<file path="src/ilat_pkg.sv">
// Shared types and constants for the Ising lattice energy unit.
// No dependencies; imported by ising_lattice_energy_unit and ilat_acc.
`default_nettype none

package ilat_pkg;

  // Lattice geometry
  localparam int LATTICE_SIDE = 64;
  localparam int CELLS        = LATTICE_SIDE * LATTICE_SIDE;
  localparam int ROW_W        = $clog2(LATTICE_SIDE);

  // Port field widths
  localparam int CMD_W    = 1;
  localparam int COORD_W  = 6;
  localparam int FIELD_W  = 16;
  localparam int ENERGY_W = 29;
  localparam int MAG_W    = 14;

  // Accumulator widths: magnetisation spans +-CELLS, bond sum +-4*CELLS
  localparam int MAG_ACC_W  = $clog2(CELLS) + 2;
  localparam int BOND_W     = $clog2(CELLS) + 4;
  localparam int PROD_W     = FIELD_W + MAG_ACC_W;
  localparam int FRAC_BITS  = 8;

  // Configuration port
  localparam int PADDR_W = 3;
  localparam int PDATA_W = 32;
  localparam logic [PADDR_W-1:0] ADDR_FIELD_STRENGTH = 3'd0;

  // Input command codes
  typedef enum logic [CMD_W-1:0] {
    CMD_WRITE   = 1'b0,
    CMD_COMPUTE = 1'b1
  } cmd_t;

  // Sequencer states
  typedef enum logic [2:0] {
    ST_CLEAR,
    ST_IDLE,
    ST_WR_MOD,
    ST_LD_PREV,
    ST_LD_ROW,
    ST_SITES,
    ST_MUL,
    ST_SUM
  } state_t;

  // Control from the sequencer to the site accumulator
  typedef struct packed {
    logic clear;
    logic site_en;
    logic mul_en;
    logic s_self;
    logic s_right;
    logic s_up;
  } acc_ctl_t;

endpackage

`default_nettype wire

</file>
<file path="src/ilat_acc.sv">
// Site accumulator: bond and magnetisation sums, field product, energy.
// Depends on ilat_pkg.
`default_nettype none

module ilat_acc (
  input  wire logic                                clk,
  input  wire ilat_pkg::acc_ctl_t                  ctl,
  input  wire logic signed [ilat_pkg::FIELD_W-1:0] field_strength,
  output logic signed [ilat_pkg::ENERGY_W-1:0]     energy,
  output logic signed [ilat_pkg::MAG_W-1:0]        magnetisation
);
  import ilat_pkg::*;

  localparam logic signed [MAG_ACC_W-1:0] MAG_ONE  = MAG_ACC_W'(1);
  localparam logic signed [BOND_W-1:0]    BOND_FOUR = BOND_W'(4);

  logic signed [BOND_W-1:0]    bond_r, bond_nxt;
  logic signed [MAG_ACC_W-1:0] mag_r, mag_nxt;
  logic signed [PROD_W-1:0]    prod_r;
  logic                        agree_h, agree_v;
  logic signed [ENERGY_W-1:0]  bond_scaled;

  // Each site adds twice its right and upper bonds: +4, 0 or -4
  always_comb begin
    agree_h  = ctl.s_self ~^ ctl.s_right;
    agree_v  = ctl.s_self ~^ ctl.s_up;
    bond_nxt = bond_r;
    mag_nxt  = mag_r;
    if (ctl.clear) begin
      bond_nxt = '0;
      mag_nxt  = '0;
    end else if (ctl.site_en) begin
      unique case ({agree_h, agree_v})
        2'b11:   bond_nxt = bond_r + BOND_FOUR;
        2'b00:   bond_nxt = bond_r - BOND_FOUR;
        default: bond_nxt = bond_r;
      endcase
      mag_nxt = ctl.s_self ? mag_r + MAG_ONE : mag_r - MAG_ONE;
    end
  end

  always_ff @(posedge clk) begin
    bond_r <= bond_nxt;
    mag_r  <= mag_nxt;
  end

  // Register the field times magnetisation product
  always_ff @(posedge clk) begin
    if (ctl.mul_en) begin
      prod_r <= field_strength * mag_r;
    end
  end

  // Energy = -(bonds << 8) - H * mag, wrapped to the output width
  assign bond_scaled   = ENERGY_W'(bond_r) <<< FRAC_BITS;
  assign energy        = -bond_scaled - ENERGY_W'(prod_r);
  assign magnetisation = MAG_W'(mag_r);

endmodule

`default_nettype wire
</file>
<file path="config.mk">
export PLATFORM = sky130hd
export DESIGN_NAME = ilat_acc
export DESIGN_NICKNAME = d
export VERILOG_FILES = /design/src/ilat_pkg.sv /design/src/ilat_acc.sv
export SDC_FILE = /design/constraint.sdc
export NUM_CORES = 1
export LEC_CHECK = 0
export BUFFER_PORTS_ARGS = -buffer_cell sky130_fd_sc_hd__buf_2
export CAP_MARGIN = 20
export CELL_PAD_IN_SITES_DETAIL_PLACEMENT = 1
export CELL_PAD_IN_SITES_GLOBAL_PLACEMENT = 1
export CORE_MARGIN = 10
export CORE_UTILIZATION = 54
export DETAILED_ROUTE_END_ITERATION = 8
export GPL_TIMING_DRIVEN = 0
export PLACE_DENSITY = 0.95
export SLEW_MARGIN = 40
export SYNTH_ARGS = -nofsm -noshare
export SYNTH_HDL_FRONTEND = slang
export SYNTH_SLANG_ARGS = --single-unit
</file>
<file path="constraint.sdc">
create_clock -name clk -period 14 [get_ports clk]
set_input_delay 2.8 -clock clk [delete_from_list [all_inputs] [get_ports clk]]
set_output_delay 2.8 -clock clk [all_outputs]
set_load 0.02 [all_outputs]
</file>
==> out/qor.yml <==
final_layout:
  syn_to_final_growth_pct: 7.991
  fin_area_sq_um: 14070
  antennaDiodeCount: 0
  layout-drive-gt1-share_pct: 6.218
  post-route-util_pct: 59.58
  fin_nets: 1919
floorplanning:
  die_w_um: 175.3
  core-area_sq_um: 23610
  start_util_pct: 55.17
  core.rowCount: 56
  die_h_um: 175.3
  io_pins: 66
  die-area_sq_um: 30740
detailed_routing:
  drtAntennaViolNets: 0
  drtIter0Drc: 996
  drc: 0
  vias: 11295
  vias_per_cell: 6.063
  drt_wl_total_um: 47080
  wire_per_inst_um: 25.27
  dr.pass1.iters: 5
synth:
  synth_area_leaders: "fa_1 33%, ha_1 14%, inv_1 8.7%"
  synth-async-reset-ratio_pct: 0
  synth_edf_count: 29
  yosys.cell_types.count: 65
  avgSynthCellArea_sq_um: 8.905
  ys_seq_area_share_pct: 10.99
  synth_area_leader_cell: "fa_1"
  yosysTopAreaCellShare_pct: 33.19
  yosys.cell_count.top_type: "inv_1"
  synth-main-ff-cell: "edfxtp_1"
  synth_area_sq_um: 13030
  ys_seq_elements: 57
  synthTopCellsByCount: "301 x inv_1, 216 x fa_1, 143 x nand2_1, 141 x ha_1, 113 x and2_1"
  syn-num-nets: 1843
  yosys_warnings: 0
  synthCells: 1463
placed_design:
  portBuffers: 65
  place_congestion: 0.9902
  hpwlAfterDp_um: 37500
  placed_cell_area_sq_um: 13760
sta:
  worst_pin_slew_ns: 0.8313
  min_period_over_period_pct: 66.37
  whs_ns: 0.5095
  period_needed_ns: 9.292
  finalSetupTns_ns: 0
  hold_viol_final: 0
  maxSlewViolCount: 0
  rsz0062_at_grt: "no"
  fmax_mhz: 107.6
  relSlewSlack_pct: 44.58
  fin_worst_skew_ns: 0.009426
  setup_viol: 0
grt:
  grt_pass1_vias: 13476
  grt_max_degree: 30
  overflow: 0
  antenna_found_initial: 0
  grt.total_usage_pct: 31.14
  grt_pass1_wl_um: 74780
hold_path:
  min-delay-path-class: "reg2reg"
worst_setup_path:
  critPathRequiredTime_ns: 14.11
  worstPathMaxFanout: 10
  critical_path_class: "in2reg"
  worstPathArrival_ns: 9.40
  endpoint_kind: "flop"
  cp-start-kind: "primary input"
clocking:
  hold_buffers: 0
  cts_buffers: 9
  cts_sinks: 57
  post_cts_resized: 0
  clkLatencyLatePin_ns: 0.34
  clockBufferDepth: 2
  path_clk_slew_ns: 0.06
  cts_tree: "done"
  htree_num_levels: 3
  cts-root-buf: "clkbuf_16"
  post_cts_buffers: 0
job:
  maxCapViolCount: 0
outcome:
  status: "complete, no violations"
[sequential cells by signal, summed over array words and instances (netlist names)]
name and flops:
bond_r 14, magnetisation 14, prod_r 29
[placed cells by master (no fill, tap or decap), drive strengths merged, types with 4 or more instances in the layout]
cell type / synthesis / routed
a31oi: 4 / 4
or3: 10 / 10
or2: 4 / 4
fa: 216 / 216
and4: 4 / 4
a21boi: 7 / 7
dfxtp: 28 / 28
o21a: 12 / 12
nor2b: 11 / 11
nor2: 75 / 75
xnor2: 50 / 50
o21ai: 39 / 39
edfxtp: 29 / 29
nand3: 14 / 14
mux2i: 12 / 12
o211ai: 7 / 7
xor2: 21 / 21
a21oi: 57 / 57
clkbuf: 43 / 53
o31ai: 6 / 6
buf: 3 / 68
nor3: 20 / 20
a21o: 20 / 20
nand2b: 7 / 7
o21bai: 9 / 9
nand2: 143 / 143
inv: 301 / 301
and2: 113 / 113
ha: 141 / 141
and3: 4 / 4
clkinv: 0 / 4
a211oi: 11 / 11
[area by class of cell]
| cell class | instances | area [sq um] |
|---|---|---|
| Tap cell | 319 | 399.1 |
| Clock buffer | 10 | 229.0 |
| Fill cell | 2844 | 9544 |
| Timing Repair Buffer | 65 | 325.3 |
| Buffer | 46 | 176.4 |
| Multi-Input combinational cell | 1059 | 10290 |
| Sequential cell | 57 | 1431 |
| Inverter | 301 | 1130 |
| Clock inverter | 6 | 82.58 |
[worst max-delay path, cell delays in order]
cell and delay [ns]:
buf_2 0.17, clkbuf_1 0.52, nand2_1 0.19, fa_1 0.54
fa_1 0.49, inv_1 0.05, fa_1 0.49, inv_1 0.06
fa_1 0.57, fa_1 0.44, fa_1 0.51, inv_1 0.05
ha_1 0.37, a21o_1 0.22, or3_1 0.36, o211ai_1 0.37
a21boi_1 0.15, o21ai_1 0.26, a21bo_2 0.20, or4b_1 0.44
o311ai_0 0.13
[per-layer routing]
| metal | vias up | global-route usage [%] | routed length (um) |
|---|---|---|---|
| met5 | - | 0 | 0 |
| met3 | 267 | 6.005 | 3283 |
| met1 | 5651 | 32.86 | 16500 |
| li1 | 4764 | - | - |
| met2 | 613 | 54.61 | 23710 |
| met4 | 0 | 22.75 | 3591 |
[worst paths after layout]
check | from | endpoint | slack, ns | depth (start not counted)
min reg2reg | bond_r[9] | bond_r[9] | 0.51 | 2
max reg2reg | magnetisation[0] | prod_r[18] | 6.48 | 22
max | field_strength[7] | prod_r[18] | 4.71 | 21
min | bond_r[9] | bond_r[9] | 0.51 | 2
[per-stage QoR]
stage          cells  worst slack (ns)
5_1_grt         1863             4.550
3_3_place_gp    1847             4.760
3_5_place_dp    1847             4.562
6_report        1863             4.708
4_1_cts         1863             4.872
2_1_floorplan   1463             5.634
[kinds of logic (layout without fill, tap and decap cells)]
group | count (synthesis) | count (layout) | share of synthesized area (%)
and+or+nand+nor | 421 | 421 | 15.97
adders and majority gates | 357 | 357 | 46.73
buffers and inverters | 347 | 428 | 10.03
AOI/OAI and AO/OA | 198 | 198 | 10.58
xor gates and xnor gates | 71 | 71 | 4.773
DFF | 57 | 57 | 10.99
muxes | 12 | 12 | 0.9220
Power is not shown: default switching activity piles up to over one toggle a cycle in this logic, so the estimate is an artifact.
