===== src/ilat_ram.sv =====
// Generic single-write, single-read RAM with registered read data.
// No dependencies.
`default_nettype none

module ilat_ram #(
  parameter int WIDTH = 8,
  parameter int DEPTH = 16
) (
  input  wire logic                     clk,
  input  wire logic                     we,
  input  wire logic [$clog2(DEPTH)-1:0] waddr,
  input  wire logic [WIDTH-1:0]         wdata,
  input  wire logic [$clog2(DEPTH)-1:0] raddr,
  output logic      [WIDTH-1:0]         rdata
);

  logic [WIDTH-1:0] mem [DEPTH];
  logic [WIDTH-1:0] rdata_r;

  // Write port
  always_ff @(posedge clk) begin
    if (we) begin
      mem[waddr] <= wdata;
    end
  end

  // Registered read port
  always_ff @(posedge clk) begin
    rdata_r <= mem[raddr];
  end

  assign rdata = rdata_r;

endmodule

`default_nettype wire


===== config.mk =====
export PLATFORM = sky130hd
export DESIGN_NAME = ilat_ram
export DESIGN_NICKNAME = d
export VERILOG_FILES = /design/src/ilat_ram.sv
export SDC_FILE = /design/constraint.sdc
export NUM_CORES = 1
export LEC_CHECK = 0
export CAP_MARGIN = 20
export CORE_MARGIN = 4
export CORE_UTILIZATION = 60
export CTS_BUF_LIST = sky130_fd_sc_hd__clkbuf_16
export DETAILED_ROUTE_END_ITERATION = 12
export DONT_BUFFER_PORTS = 1
export PLACE_DENSITY = 0.86
export SLEW_MARGIN = 20
export SYNTH_ARGS = -nofsm -noshare
export SYNTH_HDL_FRONTEND = slang
export SYNTH_SLANG_ARGS = --single-unit

===== constraint.sdc =====
create_clock -name clk -period 2.04 [get_ports clk]
set_clock_uncertainty 0.05 [all_clocks]
set_input_delay 0.204 -clock clk [delete_from_list [all_inputs] [get_ports clk]]
set_output_delay 0.204 -clock clk [all_outputs]
set_load 0.005 [all_outputs]

==> results of run 1 <==
## cells by family (layout without fill, tap and decap cells)
family,count (synthesis),after routing
compound gates,16,16
flops,136,136
mux,32,32
buf+inv,10,56
simple gates,35,35
## layout make-up
| type | instances | area [um^2] | area share [%] |
|---|---|---|---|
| Clock buffer | 17 | 425.4 | 7.098 |
| Clock inverter | 15 | 175.2 | 2.923 |
| Multi-Input combinational cell | 83 | 1057 | 17.64 |
| Sequential cell | 136 | 4004 | 66.81 |
| Tap cell | 105 | 131.4 | 2.192 |
| Timing Repair Buffer | 24 | 200.2 | 3.340 |
## worst min-delay path: cells and delay by family
kind | cells | cell delay [ps]
muxes | 1 | 130
AOI/OAI and AO/OA | 1 | 90
and+or+nand+nor | 1 | 60
## sequential cells by signal, indices dropped and copies added, names as in the netlist
signal	flops
mem	128
rdata	8
## layer usage
metal / wire length, um / part of all wire, %
met2: 5202 / 51
met3: 863 / 8.4
met1: 4042 / 40
met5: 0 / 0
met4: 114 / 1.1
## report_power, final
group / total (W) / internal (W) / switching [W]
Combinational: 0.000218 / 0.000105 / 0.000113
Sequential: 0.00315 / 0.00313 / 0.0000289
Clock: 0.00306 / 0.00192 / 0.00114
## worst max-delay path by stage
stage / start / end / slack, ps / depth (start not counted)
final: mem[8][5] / rdata[5] / 550 / 3
after global routing: mem[5][1] / rdata[1] / 520 / 3
after CTS: mem[1][5] / rdata[5] / 540 / 3
after detailed placement: mem[1][0] / rdata[0] / 610 / 3
after global placement: waddr[2] / mem[0][3] / 630 / 3
after floorplan: waddr[2] / mem[0][0] / 290 / 2
## synthesized netlist by cell type
cell type / n
dfxtp_1: 8
and2b_1: 1
nand3_1: 1
nand2_1: 9
clkdlybuf4s25_2: 3
or3b_2: 1
edfxtp_1: 128
nand3b_1: 2
and2_1: 1
a22oi_1: 16
nor2_1: 13
mux4_2: 18
mux4_1: 14
nor3_1: 4
nand2b_1: 2
nor2b_1: 1
buf_6: 3
buf_2: 3
buf_4: 1
## stage by stage
stage               utilization [%]  power (W)  hold WS, ps
finish                        72.21   0.006435        56.65
global route                  72.21   0.006617        42.72
CTS                           72.21   0.006476        25.42
detailed placement            64.01   0.003379        253.5
global placement              64.01   0.003371        253.8
floorplan                         -   0.003355        252.9
## cell usage in the layout, fill, tap and decap left out, drive strengths merged
cell / instances
nand2b: 2
dlygate4sd3: 8
nor3: 4
bufinv: 3
nor2b: 1
a22oi: 16
dfxtp: 8
nand3: 1
buf: 16
mux4: 32
and2: 1
clkbuf: 17
clkinv: 6
and2b: 1
clkinvlp: 3
edfxtp: 128
nand3b: 2
nand2: 9
or3b: 1
inv: 3
nor2: 13
## timing repair
action	4_1_cts	5_1_grt
gates resized for setup	0	0
hold endpoints to repair	128	0
hold buffers	8	0
==> results by stage, run 1 <==
Final layout:
- Once layout is complete, the cells apart from fillers number 380.
- The layout overhead on the synthesized area is 16.43%.
- The repair_antennas step left the layout with diodes totalling 0.
- The ratio of cells with drive above 1 in the final layout is 24.00%.
- For this run, the post-layout net count is 280.
- The post-route standard cell area excluding fillers is 5993 um^2.
- After filler insertion, the fill cell instance count of the layout stands at 446.

Worst setup path:
- The data arrival time of the critical path is 1730 ps.
- STA classifies the critical path endpoint as a register.
- The count of buffer and inverter cells on the critical path is 0.
- In this run the register-to-register setup slack is 550 ps.
- The type of origin of the critical path is a register.
- On the worst path, the slowest cell contributes a delay of about 560 ps.
- The data required time of the worst path is ~2300 ps.
- Along the worst path, the maximum fanout reaches 1.
- The reg-to-reg endpoint is rdata[5].
- The dominant delay contributor by cell family on the critical path is multiplexers.
- For the worst flop-to-flop path, the logic depth is 3.
- The startpoint of the worst register-to-register path is mem[8][5].
- The category of the critical setup timing path is reg -> reg.
- The critical path goes through mux4_1, a22oi_1, nand2_1.
- The slowest stage of the critical path belongs to the cell mux4_1.

Synth:
- The instance count of the mapped netlist is approximately 230.
- The average footprint of a synthesized cell is 22.48 um^2.
- The post-synthesis cell area is 5147 um^2.
- The arithmetic-cell share of the synthesized area counting full adders, half adders and majority gates is 0%.
- The synthesized-area fraction occupied by xor and xnor cells is 0%.
- After synthesis, the largest area contributor takes up 74.67% of total cell area.
- After synthesis, flip-flops and latches occupy around 78% of the total area.
- The number of nets in the synthesized netlist is 247.
- The compound-gate portion of the synthesized area is 2.333%.
- The largest total area in the synthesized netlist belongs to edfxtp_1.
- The main combinational cell family by area after synthesis is multiplexers.
- The number of different library cells used by synthesis comes to 19.
- The number of storage elements in the synthesis netlist is between 100 and 150.
- Measured against the total synthesized area, the mux share comes to 15.02%.
- By area the synthesized netlist is led by edfxtp_1, mux4_2, mux4_1.
- Yosys printed 0 warnings.
- Of the total synthesized cell area, the portion taken by AND, OR, NAND and NOR gates is 3.184%.

Pwr:
- The total power divided by cell area is around 1100 nW/um^2.
- IR analysis of the VDD net gives a maximum drop of 0.7635 mV.
- The leakage power summed over all cells is 2.001 nW.

Clock network:
- The maximum buffer depth of the clock tree is 2.
- After clock tree synthesis, the setup repair step added 0 buffers.
- The post-CTS clock slew at the launch and capture registers of the worst setup and hold paths is 60 ps.
- TritonCTS built the clock tree.
- The number of clock buffers added by TritonCTS is 17.
- The clock tree synthesis step divided the H-tree into 4 levels.
- The latest clock arrival within the worst-skew pair is 410 ps.
- The number of clock sinks is 136.
- The cell sitting at the root of the clock tree is a clkbuf_16.

Global route:
- The pin count of the biggest net entering global routing is 33.
- The first-pass GRT wire length is 15,410 um.
- The total overflow left after global routing is 0.
- The global-route met1 utilization is 29.91%.
- The initial antenna violation count is 0.
- Global routing consumed, on the met3 layer, under 10% of the routing resources.
- In this run the most used layer during global routing was met2.
- Global routing used 33.82% of the available met2 tracks.
- The via count of the first global-routing pass is 2,562.
- The aggregate global-route resource usage is 22.22%.

Timing:
- The setup violation total in the final timing report is 0.
- The relative max-transition margin is about two fifths.
- The number of pins exceeding their max-slew limit in the final report is 0.
- After routing, the total negative slack on setup checks comes to 0 ps.
- The highest attainable clock frequency is 0.6717 GHz.
- For the finished layout, the period the worst path requires is 1489 ps.
- Setup slack on the critical path of the routed design comes to between 500 and 600 ps.
- The hold violation total from the final report is 0.
- At the pin with the least slew margin, the transition time is 891.3 ps.
- Of the available clock period, the critical path in the final layout requires 72.98%.
- Setup repair after global routing left no endpoint under its margin.

Die:
- During I/O placement, the number of pins put on the boundary was 26.
- The floorplan step defined a die boundary enclosing 10,130 um^2.
- The area of the core is 8299 um^2.
- The die is just over 100 um wide.
- Measured along the y axis, the die boundary spans 100.6 um.
- The number of core rows is 33.
- The initial utilization of the core area, before any placement, comes to 62.02%.

Hold path:
- The worst hold path passes through 3 cells.
- The hold-critical path endpoint is rdata[1].
- The path category of the worst min-delay check is in -> reg.
- In this run the most critical hold path is launched from raddr[1].

Detailed routing:
- After detailed routing, the average wire length per cell comes to 26.90 um.
- The count of nets left with antenna violations once routing finished came out at 0.
- The final layout contains routed wiring with a total length of 10,220 um.
- In the routed layout, each cell is associated on average with a via count of 6.500.
- The number of vias after detailed routing is between 2,000 and 2,500.
- For this block, the initial DRC count from the detailed router was 310.
- The number of remaining DRC errors is 0.
- The first TritonRoute pass finished after 5 iterations.

Placement:
- The worst setup slack after placement is 612.5 ps.
- The area of placed instances is around 5300 um^2.
- The count of input and output buffers is 0.
- Routability-driven placement finished with a final weighted congestion of 0.7558.
- The post-placement cell count is 340.
- After legalization and detailed placement, the total HPWL measured 5715 um.

Job:
- Max-cap violations in this run came to 0.

Status:
- The flow ran to the end, and the final reports show no timing, DRC or antenna violations.
Power figures use the tool's default switching activity.
==> inputs of run 2 (changes only) <==
==> constraint.sdc (replaced) <==
create_clock -name clk -period 1.5 [get_ports clk]
set_clock_uncertainty 0.05 [all_clocks]
set_input_delay 0.15 -clock clk [delete_from_list [all_inputs] [get_ports clk]]
set_output_delay 0.15 -clock clk [all_outputs]
set_load 0.005 [all_outputs]
==> results by stage, run 2 (same netlist as run 1, synthesis figures left out) <==
Pwr:
- The maximum vdd drop is 0.9001 mV (was 0.7635 mV).
- The overall power is 0.008964 W (was 0.006435 W).
- The power share of the sequential group is 47.8% (was 49.0%).
- The net switching power figure is 0.001778 W (was 0.001283 W).
- The power share of the combinational group is 3.4% (about the same).
- The part of the total power dissipated in the clock network is 48.8% (was 47.6%).
- The switching power as a share of total power is 19.84% (was 19.93%).
- The leakage power summed over all cells is 2.033 nW (was 2.001 nW).
- The total power divided by cell area is 1484 nW/um^2 (was 1074 nW/um^2).
- The internal power component is 0.007186 W (was 0.005152 W).

Die:
- The number of core rows is 33 (unchanged).
- The chip width is 100.6 um (unchanged).
- The I/O pin count was 26 (unchanged).
- The effective utilization at floorplan came to 62.02% (unchanged).
- The area of the core is 8299 um^2 (unchanged).
- The height of the chip is 100.6 um (unchanged).
- The area enclosed by the die boundary is 10,130 um^2 (unchanged).

Clock network:
- The master cell of the clock root buffer is clkbuf_16 (unchanged).
- The latest clock arrival within the worst-skew pair is 410 ps (about the same).
- The deepest level of the CTS H-tree is 4 (unchanged).
- The maximum buffer depth of the clock tree was 2 (unchanged).
- The number of buffers inserted during clock tree synthesis is 17 (unchanged).
- The number of clock sinks came to 136 (unchanged).
- The post-CTS clock slew at the launch and capture registers of the worst setup and hold paths is 60 ps (about the same).
- The CTS tree is done (unchanged).

Worst setup path:
- The slowest library cell on the worst path was mux4_1 (unchanged).
- The cell depth of the worst flop-to-flop path came to 3 (unchanged).
- The category of the critical setup timing path is reg -> reg (unchanged).
- The slack of the worst reg-to-reg path is 70 ps (was 550 ps).
- The reg-to-reg endpoint is rdata[0] (was rdata[5]).
- The delay of the slowest critical-path stage came to 520 ps (was 560 ps).
- The startpoint of the worst register-to-register path is mem[1][0] (was mem[8][5]).
- The count of buffer and inverter cells on the critical path came to 0 (unchanged).
- The type of origin of the critical path is a register (unchanged).
- The capturing element type of the critical path is a register (unchanged).
- The data arrival time of the critical path was 1670 ps (was 1730 ps).
- The data required time of the worst path is 1740 ps (was 2280 ps).
- The highest net fanout along the worst path is 1 (unchanged).
- List of cells traversed by the critical path: mux4_1, a22oi_1, nand2_1 (unchanged).
- The dominant delay contributor by cell family on the critical path is multiplexers (unchanged).

Final layout:
- The commonest non-fill, non-tap cell in the layout is edfxtp_1 (unchanged).
- The final-layout fill cell count came to 439 (was 446).
- The ratio of cells with drive above 1 in the final layout is 24.19% (was 24.00%).
- The post-route standard cell area excluding fillers came to 6042 um^2 (was 5993 um^2).
- The register with the highest flop count was mem (unchanged).
- The flip-flop and latch area is 4004 um^2 (unchanged).
- The area of the multi-input gates was 1062 um^2 (was 1057 um^2).
- The antenna cell count is 0 (unchanged).
- The layout overhead on the synthesized area is 17.38% (was 16.43%).
- Commonest cells after routing, fill and taps aside: edfxtp_1, mux4_2, clkbuf_16, buf_4, a22oi_1 (was edfxtp_1, mux4_2, clkbuf_16, a22oi_1, buf_4).
- The number of flip-flops in the largest register is 128 (unchanged).
- The number of non-filler instances in the completed layout is 382 (was 380).
- The count of nets after finishing was 282 (was 280).

Global route:
- The initial antenna violation count was 1 (was 0).
- The aggregate global-route resource usage is 22.35% (was 22.22%).
- The first-pass GRT wire length is 15,570 um (was 15,410 um).
- The via count of the first global-routing pass is 2,558 (was 2,562).
- The remaining global-route overflow is 0 (unchanged).
- The pin count of the biggest net entering global routing was 33 (unchanged).

Hold path:
- The hold-critical path endpoint was rdata[4] (was rdata[1]).
- The source of the worst hold timing path is raddr[1] (unchanged).
- The number of stages on the worst hold path was 3 (unchanged).
- The path category of the worst min-delay check is in -> reg (unchanged).

Detailed routing:
- The via-per-instance ratio is 6.223 (was 6.500).
- The count of antenna-violating nets left after detailed routing came to 0 (unchanged).
- The detailed-route wire length per cell came to 26.34 um (was 26.90 um).
- The overall routed net length is 10,060 um (was 10,220 um).
- The number of remaining DRC errors was 0 (unchanged).
- The DRC marker count from the first detailed-route iteration is 182 (was 310).
- The number of vias after detailed routing is 2,377 (was 2,470).
- The first-pass detailed-route iteration total came to 4 (was 5).

Status:
- Status: finished, final reports clean (unchanged).

Placement:
- The HPWL after detailed placement was 5682 um (was 5715 um).
- The count of input and output buffers was 0 (unchanged).
- The post-placement cell count is 341 (was 340).
- The final weighted congestion in routability-driven placement was 0.7392 (was 0.7558).
- The worst setup slack after placement is 91.60 ps (was 612.5 ps).
- The area of placed instances is 5325 um^2 (was 5313 um^2).

Timing:
- The transition at the pin with the smallest max-transition slack is 733.7 ps (was 891.3 ps).
- RSZ-0062 raised after global routing: no (unchanged).
- The setup violation total in the final timing report came to 0 (unchanged).
- The number of pins exceeding their max-slew limit in the final report is 0 (unchanged).
- The highest attainable clock frequency came to 0.6976 GHz (was 0.6717 GHz).
- The final critical path time including I/O delays and setup was 1434 ps (was 1489 ps).
- The worst setup margin is 66.43 ps (was 551.3 ps).
- The final-layout setup total negative slack came to 0 ps (unchanged).
- The relative max-transition margin was 50.98% (was 40.46%).
- The hold violation total from the final report was 0 (unchanged).
- The final cycle utilization of the critical path came to 95.57% (was 72.98%).

Job:
- The number of maximum-capacitance violations is 0 (unchanged).
-- run 2: cell types whose count changed in the layout (fill, tap and decap cells not counted), sizes merged --
cell,delta
buf,+1
bufinv,+1
clkinv,-4
dlymetal6s4s,+1
inv,+3
-- run 2: power groups by stage --
stage                     Combinational [W]  Sequential (W)  Clock, W
final                              0.000305         0.00428   0.00438
after global routing               0.000328         0.00429   0.00460
after CTS                          0.000304         0.00428   0.00442
after detailed placement           0.000228         0.00436         0
after global placement             0.000222         0.00436         0
after floorplan                    0.000216         0.00435         0
-- run 2: timing repair --
item,4_1_cts,5_1_grt
endpoints found under the hold margin,135,0
gates resized for setup,0,1
buffers inserted,0,0
hold buffers,9,0
endpoints found under the setup margin,0,6
-- run 2: final cells by class --
cell class,instances,area share (%)
Clock buffer,17,7.041
Clock inverter,15,3.293
Multi-Input combinational cell,83,17.58
Sequential cell,136,66.27
Tap cell,105,2.174
Timing Repair Buffer,26,3.645
-- run 2: per-layer routing --
layer	share of wire, %	GRT usage (%)
met4	1.5	9.223
met2	50	34.13
met1	40	29.20
met5	0.13	0
met3	8.5	8.512
-- run 2: worst max-delay path by stage --
stage,start,to,slack (ps),cells after the start
2_1_floorplan,waddr[2],mem[3][0],30,2
3_3_place_gp,mem[0][2],rdata[2],130,3
3_5_place_dp,mem[3][2],rdata[2],90,3
4_1_cts,raddr[1],rdata[4],6,4
5_1_grt,mem[3][2],rdata[2],3,3
6_report,mem[1][0],rdata[0],70,3
-- run 2: through the flow --
| stage | hold slack, ps | utilization [%] |
|---|---|---|
| finish | 19.24 | 72.80 |
| global route | 25.92 | 72.80 |
| CTS | 4.621 | 72.77 |
| detailed placement | 199.5 | 64.16 |
| global placement | 199.8 | 64.16 |
| floorplan | 198.9 | - |
-- run 2: worst min-delay path: stages --
cell     delay, ps
mux4_2         160
a22oi_1         70
nand2_1         70
